**src/rtl/core/vspag_pkg.sv**
```systemverilog
package vspag_pkg;

    // dimension limits and field widths
    localparam int unsigned MAX_WIDTH  = 8192;
    localparam int unsigned MAX_HEIGHT = 8192;
    localparam int unsigned DIM_W      = 14;
    localparam int unsigned PITCH_W    = 16;
    localparam int unsigned STEP_W     = 17;
    localparam int unsigned ADDR_W     = 32;
    localparam int unsigned SLICE_W    = 8;
    localparam int unsigned PADDR_W    = 5;

    // register indexes
    localparam logic [2:0] REG_FORMAT = 3'd0;
    localparam logic [2:0] REG_WIDTH  = 3'd1;
    localparam logic [2:0] REG_HEIGHT = 3'd2;
    localparam logic [2:0] REG_PITCH  = 3'd3;
    localparam logic [2:0] REG_UP     = 3'd4;
    localparam logic [2:0] REG_SLICES = 3'd5;
    localparam logic [2:0] REG_BASE   = 3'd6;

    // pixel format codes
    localparam logic [5:0] FMT_RGBA     = 6'd0;
    localparam logic [5:0] FMT_RGB32    = 6'd1;
    localparam logic [5:0] FMT_RGB24    = 6'd2;
    localparam logic [5:0] FMT_RGB565   = 6'd3;
    localparam logic [5:0] FMT_RGB555   = 6'd4;
    localparam logic [5:0] FMT_ARGB1555 = 6'd5;
    localparam logic [5:0] FMT_RGB8     = 6'd6;
    localparam logic [5:0] FMT_RGB4     = 6'd7;
    localparam logic [5:0] FMT_RGB1     = 6'd8;
    localparam logic [5:0] FMT_YUY2     = 6'd9;
    localparam logic [5:0] FMT_UYVY     = 6'd10;
    localparam logic [5:0] FMT_YVYU     = 6'd11;
    localparam logic [5:0] FMT_VYUY     = 6'd12;
    localparam logic [5:0] FMT_I420     = 6'd13;
    localparam logic [5:0] FMT_YV12     = 6'd14;
    localparam logic [5:0] FMT_YVU9     = 6'd15;
    localparam logic [5:0] FMT_YUV9     = 6'd16;
    localparam logic [5:0] FMT_IYU1     = 6'd17;
    localparam logic [5:0] FMT_IYU2     = 6'd18;
    localparam logic [5:0] FMT_Y41P     = 6'd19;
    localparam logic [5:0] FMT_CLJR     = 6'd20;
    localparam logic [5:0] FMT_Y800     = 6'd21;
    localparam logic [5:0] FMT_Y16      = 6'd22;
    localparam logic [5:0] FMT_AYUV     = 6'd23;
    localparam logic [5:0] FMT_IMC1     = 6'd24;
    localparam logic [5:0] FMT_IMC2     = 6'd25;
    localparam logic [5:0] FMT_IMC3     = 6'd26;
    localparam logic [5:0] FMT_IMC4     = 6'd27;
    localparam logic [5:0] FMT_NV12     = 6'd28;
    localparam logic [5:0] FMT_NV21     = 6'd29;
    localparam logic [5:0] FMT_Y42T     = 6'd30;
    localparam logic [5:0] FMT_Y41T     = 6'd31;
    localparam logic [5:0] FMT_YV16     = 6'd32;

    // component byte orders y0 | y1<<2 | u<<4 | v<<6
    localparam logic [7:0] ORD_YUY2 = 8'hD8;
    localparam logic [7:0] ORD_UYVY = 8'h8D;
    localparam logic [7:0] ORD_YVYU = 8'h78;
    localparam logic [7:0] ORD_VYUY = 8'h2D;
    localparam logic [7:0] ORD_NV12 = 8'h40;
    localparam logic [7:0] ORD_NV21 = 8'h10;

    // plane arrangement classes
    typedef enum logic [2:0] {
        K_NONE   = 3'd0,
        K_SINGLE = 3'd1,
        K_PLANAR = 3'd2,
        K_IMC    = 3'd3,
        K_NV     = 3'd4,
        K_YV16   = 3'd5
    } t_kind;

    // frame description derived from the registers
    typedef struct packed {
        t_kind                kind;
        logic                 up;
        logic                 ufirst;
        logic [1:0]           cshift;
        logic [DIM_W-1:0]     h;
        logic [DIM_W-1:0]     uvh;
        logic [SLICE_W-1:0]   s;
        logic [PITCH_W-1:0]   ys;
        logic [PITCH_W-1:0]   cs;
        logic [DIM_W-1:0]     cw;
        logic [7:0]           order;
        logic [2:0]           tail;
        logic [ADDR_W-1:0]    base;
        logic [ADDR_W-1:0]    first;
        logic [ADDR_W-1:0]    second;
    } t_frame;

endpackage

```
**src/rtl/core/vspag_cfg.sv**
```systemverilog
module vspag_cfg
    import vspag_pkg::*;
(
    input  logic                i_clk,
    input  logic                i_rst_n,
    input  logic                psel,
    input  logic                penable,
    input  logic                pwrite,
    input  logic [PADDR_W-1:0]  paddr,
    input  logic [31:0]         pwdata,
    output logic [31:0]         prdata,
    output logic                pready,
    output t_frame              o_frame
);

    logic [5:0]          r_format;
    logic [DIM_W-1:0]    r_width;
    logic [DIM_W-1:0]    r_height;
    logic [PITCH_W-1:0]  r_pitch;
    logic                r_up;
    logic [SLICE_W-1:0]  r_slices;
    logic [ADDR_W-1:0]   r_base;

    // first derived layer
    t_kind               r_kind, n_kind;
    logic                r_ufirst, n_ufirst;
    logic [1:0]          r_cshift, n_cshift;
    logic [DIM_W-1:0]    r_w, n_w;
    logic [DIM_W-1:0]    r_h, n_h;
    logic [DIM_W-1:0]    r_uvh, n_uvh;
    logic [SLICE_W-1:0]  r_s, n_s;
    logic [PITCH_W-1:0]  r_ys, n_ys;
    logic [PITCH_W-1:0]  r_cs, n_cs;
    logic [DIM_W-1:0]    r_cw, n_cw;
    logic [7:0]          r_order, n_order;
    logic [2:0]          r_tail, n_tail;
    logic [DIM_W:0]      r_h1, n_h1;
    logic [PITCH_W-1:0]  r_x2, n_x2;
    logic [DIM_W:0]      r_y2, n_y2;
    logic                r_sec_base, n_sec_base;
    // plane base products and sums
    logic [30:0]         r_m1;
    logic [31:0]         r_m2;
    logic [ADDR_W-1:0]   r_first;
    logic [ADDR_W-1:0]   r_second;
    logic                r_sec_base2;

    logic                wr_en;
    logic [2:0]          reg_idx;

    assign pready  = 1'b1;
    assign reg_idx = paddr[4:2];
    assign wr_en   = psel & penable & pwrite & pready;

    // register writes
    always_ff @(posedge i_clk) begin
        if (!i_rst_n) begin
            r_format <= '0;
            r_width  <= DIM_W'(1);
            r_height <= DIM_W'(1);
            r_pitch  <= '0;
            r_up     <= 1'b0;
            r_slices <= SLICE_W'(1);
            r_base   <= '0;
        end else if (wr_en) begin
            case (reg_idx)
                REG_FORMAT: r_format <= pwdata[5:0];
                REG_WIDTH:  r_width  <= pwdata[DIM_W-1:0];
                REG_HEIGHT: r_height <= pwdata[DIM_W-1:0];
                REG_PITCH:  r_pitch  <= pwdata[PITCH_W-1:0];
                REG_UP:     r_up     <= pwdata[0];
                REG_SLICES: r_slices <= pwdata[SLICE_W-1:0];
                REG_BASE:   r_base   <= pwdata;
                default: begin
                end
            endcase
        end
    end

    // register reads
    always_comb begin
        case (reg_idx)
            REG_FORMAT: prdata = 32'(r_format);
            REG_WIDTH:  prdata = 32'(r_width);
            REG_HEIGHT: prdata = 32'(r_height);
            REG_PITCH:  prdata = 32'(r_pitch);
            REG_UP:     prdata = 32'(r_up);
            REG_SLICES: prdata = 32'(r_slices);
            REG_BASE:   prdata = r_base;
            default:    prdata = '0;
        endcase
    end

    // format decode: pitches, chroma geometry and plane layout
    always_comb begin
        logic [PITCH_W-1:0] minp;
        logic [PITCH_W-1:0] wp;
        logic [PITCH_W-1:0] pmax;
        logic [DIM_W-1:0]   uvw;
        logic [DIM_W:0]     al;
        logic [DIM_W:0]     al2;
        logic               small_req;
        logic [16:0]        w12;
        n_w = (r_width == '0) ? DIM_W'(1) :
              ((32'(r_width) > MAX_WIDTH) ? DIM_W'(MAX_WIDTH) : r_width);
        n_h = (r_height == '0) ? DIM_W'(1) :
              ((32'(r_height) > MAX_HEIGHT) ? DIM_W'(MAX_HEIGHT) : r_height);
        n_s = (r_slices == '0) ? SLICE_W'(1) : r_slices;
        wp = PITCH_W'(n_w);
        w12 = 17'(n_w) * 17'd12;
        pmax = (r_pitch < wp) ? wp : r_pitch;
        small_req = (r_pitch <= wp);
        minp = '0;
        n_kind = K_SINGLE;
        n_ufirst = 1'b0;
        n_cshift = 2'd0;
        n_cw = '0;
        n_order = '0;
        n_tail = '0;
        n_ys = '0;
        n_cs = '0;
        n_h1 = (DIM_W+1)'(n_h);
        n_x2 = '0;
        n_y2 = '0;
        n_sec_base = 1'b0;
        uvw = '0;
        al = ((DIM_W+1)'(n_h) + (DIM_W+1)'(15)) & ~(DIM_W+1)'(15);
        al2 = '0;
        case (r_format)
            FMT_RGBA, FMT_RGB32, FMT_AYUV: minp = wp << 2;
            FMT_RGB24, FMT_IYU2: minp = PITCH_W'(wp * PITCH_W'(3));
            FMT_RGB565, FMT_RGB555, FMT_ARGB1555, FMT_Y16, FMT_Y42T: minp = wp << 1;
            FMT_RGB8, FMT_CLJR, FMT_Y800: minp = wp;
            FMT_RGB4: begin
                minp = (wp + PITCH_W'(1)) >> 1;
                n_tail = 3'(n_w[0]);
            end
            FMT_RGB1: begin
                minp = (wp + PITCH_W'(7)) >> 3;
                n_tail = n_w[2:0];
            end
            FMT_YUY2: begin minp = wp << 1; n_order = ORD_YUY2; end
            FMT_UYVY: begin minp = wp << 1; n_order = ORD_UYVY; end
            FMT_YVYU: begin minp = wp << 1; n_order = ORD_YVYU; end
            FMT_VYUY: begin minp = wp << 1; n_order = ORD_VYUY; end
            FMT_IYU1: minp = PITCH_W'(w12 >> 3);
            FMT_Y41P, FMT_Y41T: minp = PITCH_W'((wp >> 3) * PITCH_W'(12));
            FMT_I420, FMT_YV12, FMT_YVU9, FMT_YUV9: begin
                n_kind = K_PLANAR;
                n_ufirst = (r_format == FMT_I420) || (r_format == FMT_YUV9);
                n_cshift = (r_format <= FMT_YV12) ? 2'd1 : 2'd2;
                uvw = n_w >> n_cshift;
                n_cw = uvw;
                n_ys = small_req ? wp : r_pitch;
                n_cs = small_req ? PITCH_W'(uvw) : r_pitch;
                n_x2 = n_cs;
                n_y2 = (DIM_W+1)'(n_h >> n_cshift);
            end
            FMT_IMC1, FMT_IMC2, FMT_IMC3, FMT_IMC4: begin
                n_kind = K_IMC;
                n_ufirst = (r_format >= FMT_IMC3);
                n_cshift = 2'd1;
                uvw = n_w >> 1;
                n_cw = uvw;
                n_ys = pmax;
                n_cs = pmax;
                if ((r_format == FMT_IMC2) || (r_format == FMT_IMC4)) begin
                    n_x2 = PITCH_W'(uvw);
                    n_y2 = (DIM_W+1)'(1);
                end else begin
                    al2 = (al + (DIM_W+1)'(n_h >> 1) + (DIM_W+1)'(15)) & ~(DIM_W+1)'(15);
                    n_h1 = al;
                    n_x2 = pmax;
                    n_y2 = al2;
                    n_sec_base = 1'b1;
                end
            end
            FMT_NV12, FMT_NV21: begin
                n_kind = K_NV;
                n_ufirst = 1'b1;
                n_cshift = 2'd1;
                n_cw = n_w;
                n_ys = pmax;
                n_cs = pmax;
                n_order = (r_format == FMT_NV12) ? ORD_NV12 : ORD_NV21;
            end
            FMT_YV16: begin
                n_kind = K_YV16;
                uvw = n_w >> 1;
                n_cw = uvw;
                n_ys = small_req ? wp : r_pitch;
                n_cs = small_req ? PITCH_W'(uvw) : r_pitch;
                n_x2 = n_cs;
                n_y2 = (DIM_W+1)'(n_h);
            end
            default: n_kind = K_NONE;
        endcase
        if (n_kind == K_SINGLE) begin
            n_ys = (r_pitch < minp) ? minp : r_pitch;
        end
        n_uvh = n_h >> n_cshift;
    end

    // derived values are registered behind the registers: decoded fields first,
    // then plane base products, then the first plane base and then the second
    always_ff @(posedge i_clk) begin
        r_kind      <= n_kind;
        r_ufirst    <= n_ufirst;
        r_cshift    <= n_cshift;
        r_w         <= n_w;
        r_h         <= n_h;
        r_uvh       <= n_uvh;
        r_s         <= n_s;
        r_ys        <= n_ys;
        r_cs        <= n_cs;
        r_cw        <= n_cw;
        r_order     <= n_order;
        r_tail      <= n_tail;
        r_h1        <= n_h1;
        r_x2        <= n_x2;
        r_y2        <= n_y2;
        r_sec_base  <= n_sec_base;
        r_m1        <= 31'(r_ys) * 31'(r_h1);
        r_m2        <= 32'(r_x2) * 32'(r_y2);
        r_sec_base2 <= r_sec_base;
        r_first     <= r_base + 32'(r_m1);
        r_second    <= (r_sec_base2 ? r_base : r_first) + r_m2;
    end

    always_comb begin
        o_frame.kind   = r_kind;
        o_frame.up     = r_up;
        o_frame.ufirst = r_ufirst;
        o_frame.cshift = r_cshift;
        o_frame.h      = r_h;
        o_frame.uvh    = r_uvh;
        o_frame.s      = r_s;
        o_frame.ys     = r_ys;
        o_frame.cs     = r_cs;
        o_frame.cw     = (r_w == '0) ? '0 : r_cw;
        o_frame.order  = r_order;
        o_frame.tail   = r_tail;
        o_frame.base   = r_base;
        o_frame.first  = r_first;
        o_frame.second = r_second;
    end

endmodule

```
**config.mk**
```make
export PLATFORM = sky130hd
export DESIGN_NAME = vspag_cfg
export DESIGN_NICKNAME = d
export VERILOG_FILES = /design/src/rtl/core/vspag_pkg.sv /design/src/rtl/core/vspag_cfg.sv
export SDC_FILE = /design/constraint.sdc
export NUM_CORES = 2
export LEC_CHECK = 0
export ABC_AREA = 1
export ABC_CLOCK_PERIOD_IN_PS = 9300
export BUFFER_PORTS_ARGS = -buffer_cell sky130_fd_sc_hd__buf_4
export CAP_MARGIN = 40
export CORE_UTILIZATION = 60
export DETAILED_ROUTE_END_ITERATION = 6
export MAX_ROUTING_LAYER = met4
export PLACE_DENSITY = 0.81
export SLEW_MARGIN = 15
export SYNTH_ARGS = -nofsm -noshare
export SYNTH_HDL_FRONTEND = slang
export SYNTH_SLANG_ARGS = --single-unit
```
**constraint.sdc**
```tcl
create_clock -name i_clk -period 9.3 [get_ports i_clk]
set_clock_uncertainty 0.1 [all_clocks]
set_input_delay 0 -clock i_clk [delete_from_list [all_inputs] [get_ports i_clk]]
set_output_delay 0 -clock i_clk [all_outputs]
set_load 0.05 [all_outputs]
```
==> flow_summary.ini <==
[status]
status = finished clean

[cts]
cts_resized = 0
cts_tree = done
cts_num_sinks = 376
h-tree-depth = 2
cts-buffers-inserted = 41
clock_path_buffers = 3
clk_latency_ps = 600
clockRootBuffer = clkbuf_16
cts.reportedPaths.clkPinSlew_ps = 60

[synthesis]
netlist_instances = 4540
postSynth.asyncResetShare = 0
synth_flop_cell = dfxtp_1
avgSynthCellArea_um2 = 7.61
seq_area_frac_synth = 0.218
yosysWarnings = 0
ys_types = 61
synth_enable_flop_cells = 0
synth_seq_cells = 376
syn_area_um2 = 34600

[finish]
areaGrowthSynthToFinish_pct = 12.4
regArea_um2 = 7530
fill_cells = 4678
final_common_cell = nand2_1
drive_gt1_frac = 0.0935
layout_common_cells = nand2_1, inv_1, dfxtp_1, fa_1, ha_1
nets = 5449
multi_input_area_um2 = 23100

[global_route]
grt_usage = 0.385
grt_pass1_vias = 31400
grt_pass1_wl_um = 171000
grt_max_degree = 92
overflow = 0
antenna_found_initial = 6

[route]
drt_first_iter_violations = 3060
routed_wl_um = 110000
dr.pass1.iters = 6
vias = 32000
vias_per_cell = 5.78
ant_nets = 0
drcViolationCount = 0
wl_per_cell_um = 19.8

[sta]
fmax_mhz = 156
rsz0062_at_grt = false
maxSlewViolCount = 0
period_share = 0.688
hold_viol_final = 0
period_minus_slack_ps = 6400
tightest_slew_ps = 1040
relSlewSlack = 0.300
setup_tns_ps = 0
setup_viol = 0

[floorplanning]
initial_core_util = 0.611
ios = 271
die_w_um = 242
dieArea_um2 = 58600
die_h_um = 242
core.rowCount = 87
core_um2 = 56600

[worst_hold_path]
hold_path_class = in -> reg

[place]
dp_hpwl_um = 85800
gp_congestion = 1.01
numPortBuffers = 266

[setup_path]
crit_path_cell_trace = nand2_1, fa_1, fa_1, fa_1, inv_1, fa_1, inv_1, fa_1, fa_1, inv_1, ha_1, a21oi_1, inv_1, nor2_1, o221ai_1, a21oi_1, inv_1, a21oi_1, o21bai_1, nand2_1, nand3_1, xor2_1
rrSetupSlack_ps = 2900
slowest_stage = dfxtp_1
worstSetupPathType = reg -> reg
arrival_ps = 6790
r2r-end = r_m2[29]$_DFF_P_
crit_fanout = 16
slowest_delay_ps = 870
r2r_cells = 22
reg2reg_from = r_y2[6]$_SDFF_PN0_
crit_end = r_m2[29]$_DFF_P_
required_ps = 9680
crit_start = r_y2[6]$_SDFF_PN0_
cp-start-kind = flip-flop
crit_top_cell = fa_1
crit_path_end_kind = flip-flop

[pwr]
totalPowerFinal_mw = 4.89
ir_drop_mv = 0.159
power_density_nw_per_um2 = 126
leakagePower_nw = 20.2

[flow_run]
drv_cap = 0
timing repair:
action | in CTS | in global routing
hold buffers | 53 | 0
buffers inserted | 0 | 0
hold endpoints to repair | 91 | 0
flip-flops by register name, indices dropped and copies added, names as in the netlist, 31 cells and up:
signal	cells
r_second	32
r_base	32
r_m1	31
r_m2	31
r_first	32
critical path, delay by kind of cell (launching register included):
kind / cells / cell delay (ps)
adders and majority gates: 7 / 3470
AOI/OAI and AO/OA: 5 / 970
DFF: 1 / 870
and+or+nand+nor: 4 / 440
buffers and inverters: 5 / 310
xor gates and xnor gates: 1 / 140
power breakdown:
part | leakage, nW | internal [mW] | switching [mW]
Combinational | 16.5 | 0.407 | 0.875
Clock | 0.680 | 0.962 | 0.733
Sequential | 3.05 | 1.74 | 0.168
Total | 20.2 | 3.11 | 1.78
final cells by class:
type / count / share of cell area
sequential: 376 / 0.194
timing repair buffer: 335 / 0.0687
tap: 756 / 0.0243
inverter: 868 / 0.0839
clock buffer: 51 / 0.0292
antenna: 7 / 0.000451
multi-input combinational: 3115 / 0.593
clock inverter: 23 / 0.00631
through the flow:
| step | setup WS, ps | area [um^2] | hold slack, ps | instances | util |
|---|---|---|---|---|---|
| final | 2900 | 38900 | 122 | 5531 | 0.687 |
| after global routing | 2570 | 38900 | 142 | 5528 | 0.686 |
| after CTS | 2970 | 38800 | 92.7 | 5523 | 0.686 |
| after detailed placement | 2940 | 36900 | 190 | 5396 | 0.652 |
| after global placement | 3030 | 36900 | 178 | 5392 | 0.652 |
| after floorplan | 3400 | 34600 | 26.3 | 4541 | - |
layer usage:
metal	GRT usage	vias to the layer above	wire length, um
met3	0.0677	404	10700
met5	-	-	0
li1	-	14600	-
met4	0.221	0	6790
met1	0.476	15100	42600
met2	0.596	1772	49500
kinds of logic after synthesis:
family,synth area share
flip-flops,0.218
buffers and inverters,0.115
AO/OA/AOI/OAI,0.121
adder cells (fa/ha/maj),0.322
multiplexers,0.00518
other,0.000217
AND/OR/NAND/NOR,0.185
XOR/XNOR,0.0334
cells in the mapped netlist, types with 6 or more instances:
cell	count	area share
nand4_1	21	0.0038
nand3_1	136	0.020
nor2_2	8	0.0014
o22ai_1	21	0.0038
o21ai_0	280	0.041
o21ai_1	16	0.0023
a211oi_1	7	0.0015
nor3_1	37	0.0054
buf_2	13	0.0019
nor2_1	285	0.031
clkbuf_1	159	0.017
o21a_1	7	0.0015
nand2_4	7	0.0023
nand2_2	6	0.0011
mux2_2	15	0.0049
a21oi_1	270	0.039
nor4_1	15	0.0027
nor2_4	9	0.0029
a31oi_1	20	0.0036
a22oi_1	6	0.0013
o2111ai_1	22	0.0056
nand2_1	1003	0.11
dfxtp_1	376	0.22
inv_2	23	0.0025
a21o_1	10	0.0022
a221oi_1	9	0.0023
o21bai_1	13	0.0028
xnor2_1	38	0.0096
ha_1	306	0.11
o221ai_1	28	0.0071
inv_1	839	0.091
or2_2	10	0.0018
fa_1	364	0.21
xor2_1	94	0.024
o211ai_1	18	0.0039
worst min path at each step:
stage                from                       end  slack, ps  cells after the start
6_report          penable  r_slices[0]$_SDFFE_PN1P_        120                      4
5_1_grt            pwrite  r_slices[0]$_SDFFE_PN1P_        140                      5
4_1_cts           penable  r_slices[0]$_SDFFE_PN1P_         90                      5
3_5_place_dp   pwdata[20]   r_base[20]$_SDFFE_PN0P_        190                      3
3_3_place_gp   pwdata[21]   r_base[21]$_SDFFE_PN0P_        180                      3
2_1_floorplan   pwdata[0]   r_width[0]$_SDFFE_PN1P_         30                      2
Power figures use the tool's default switching activity.
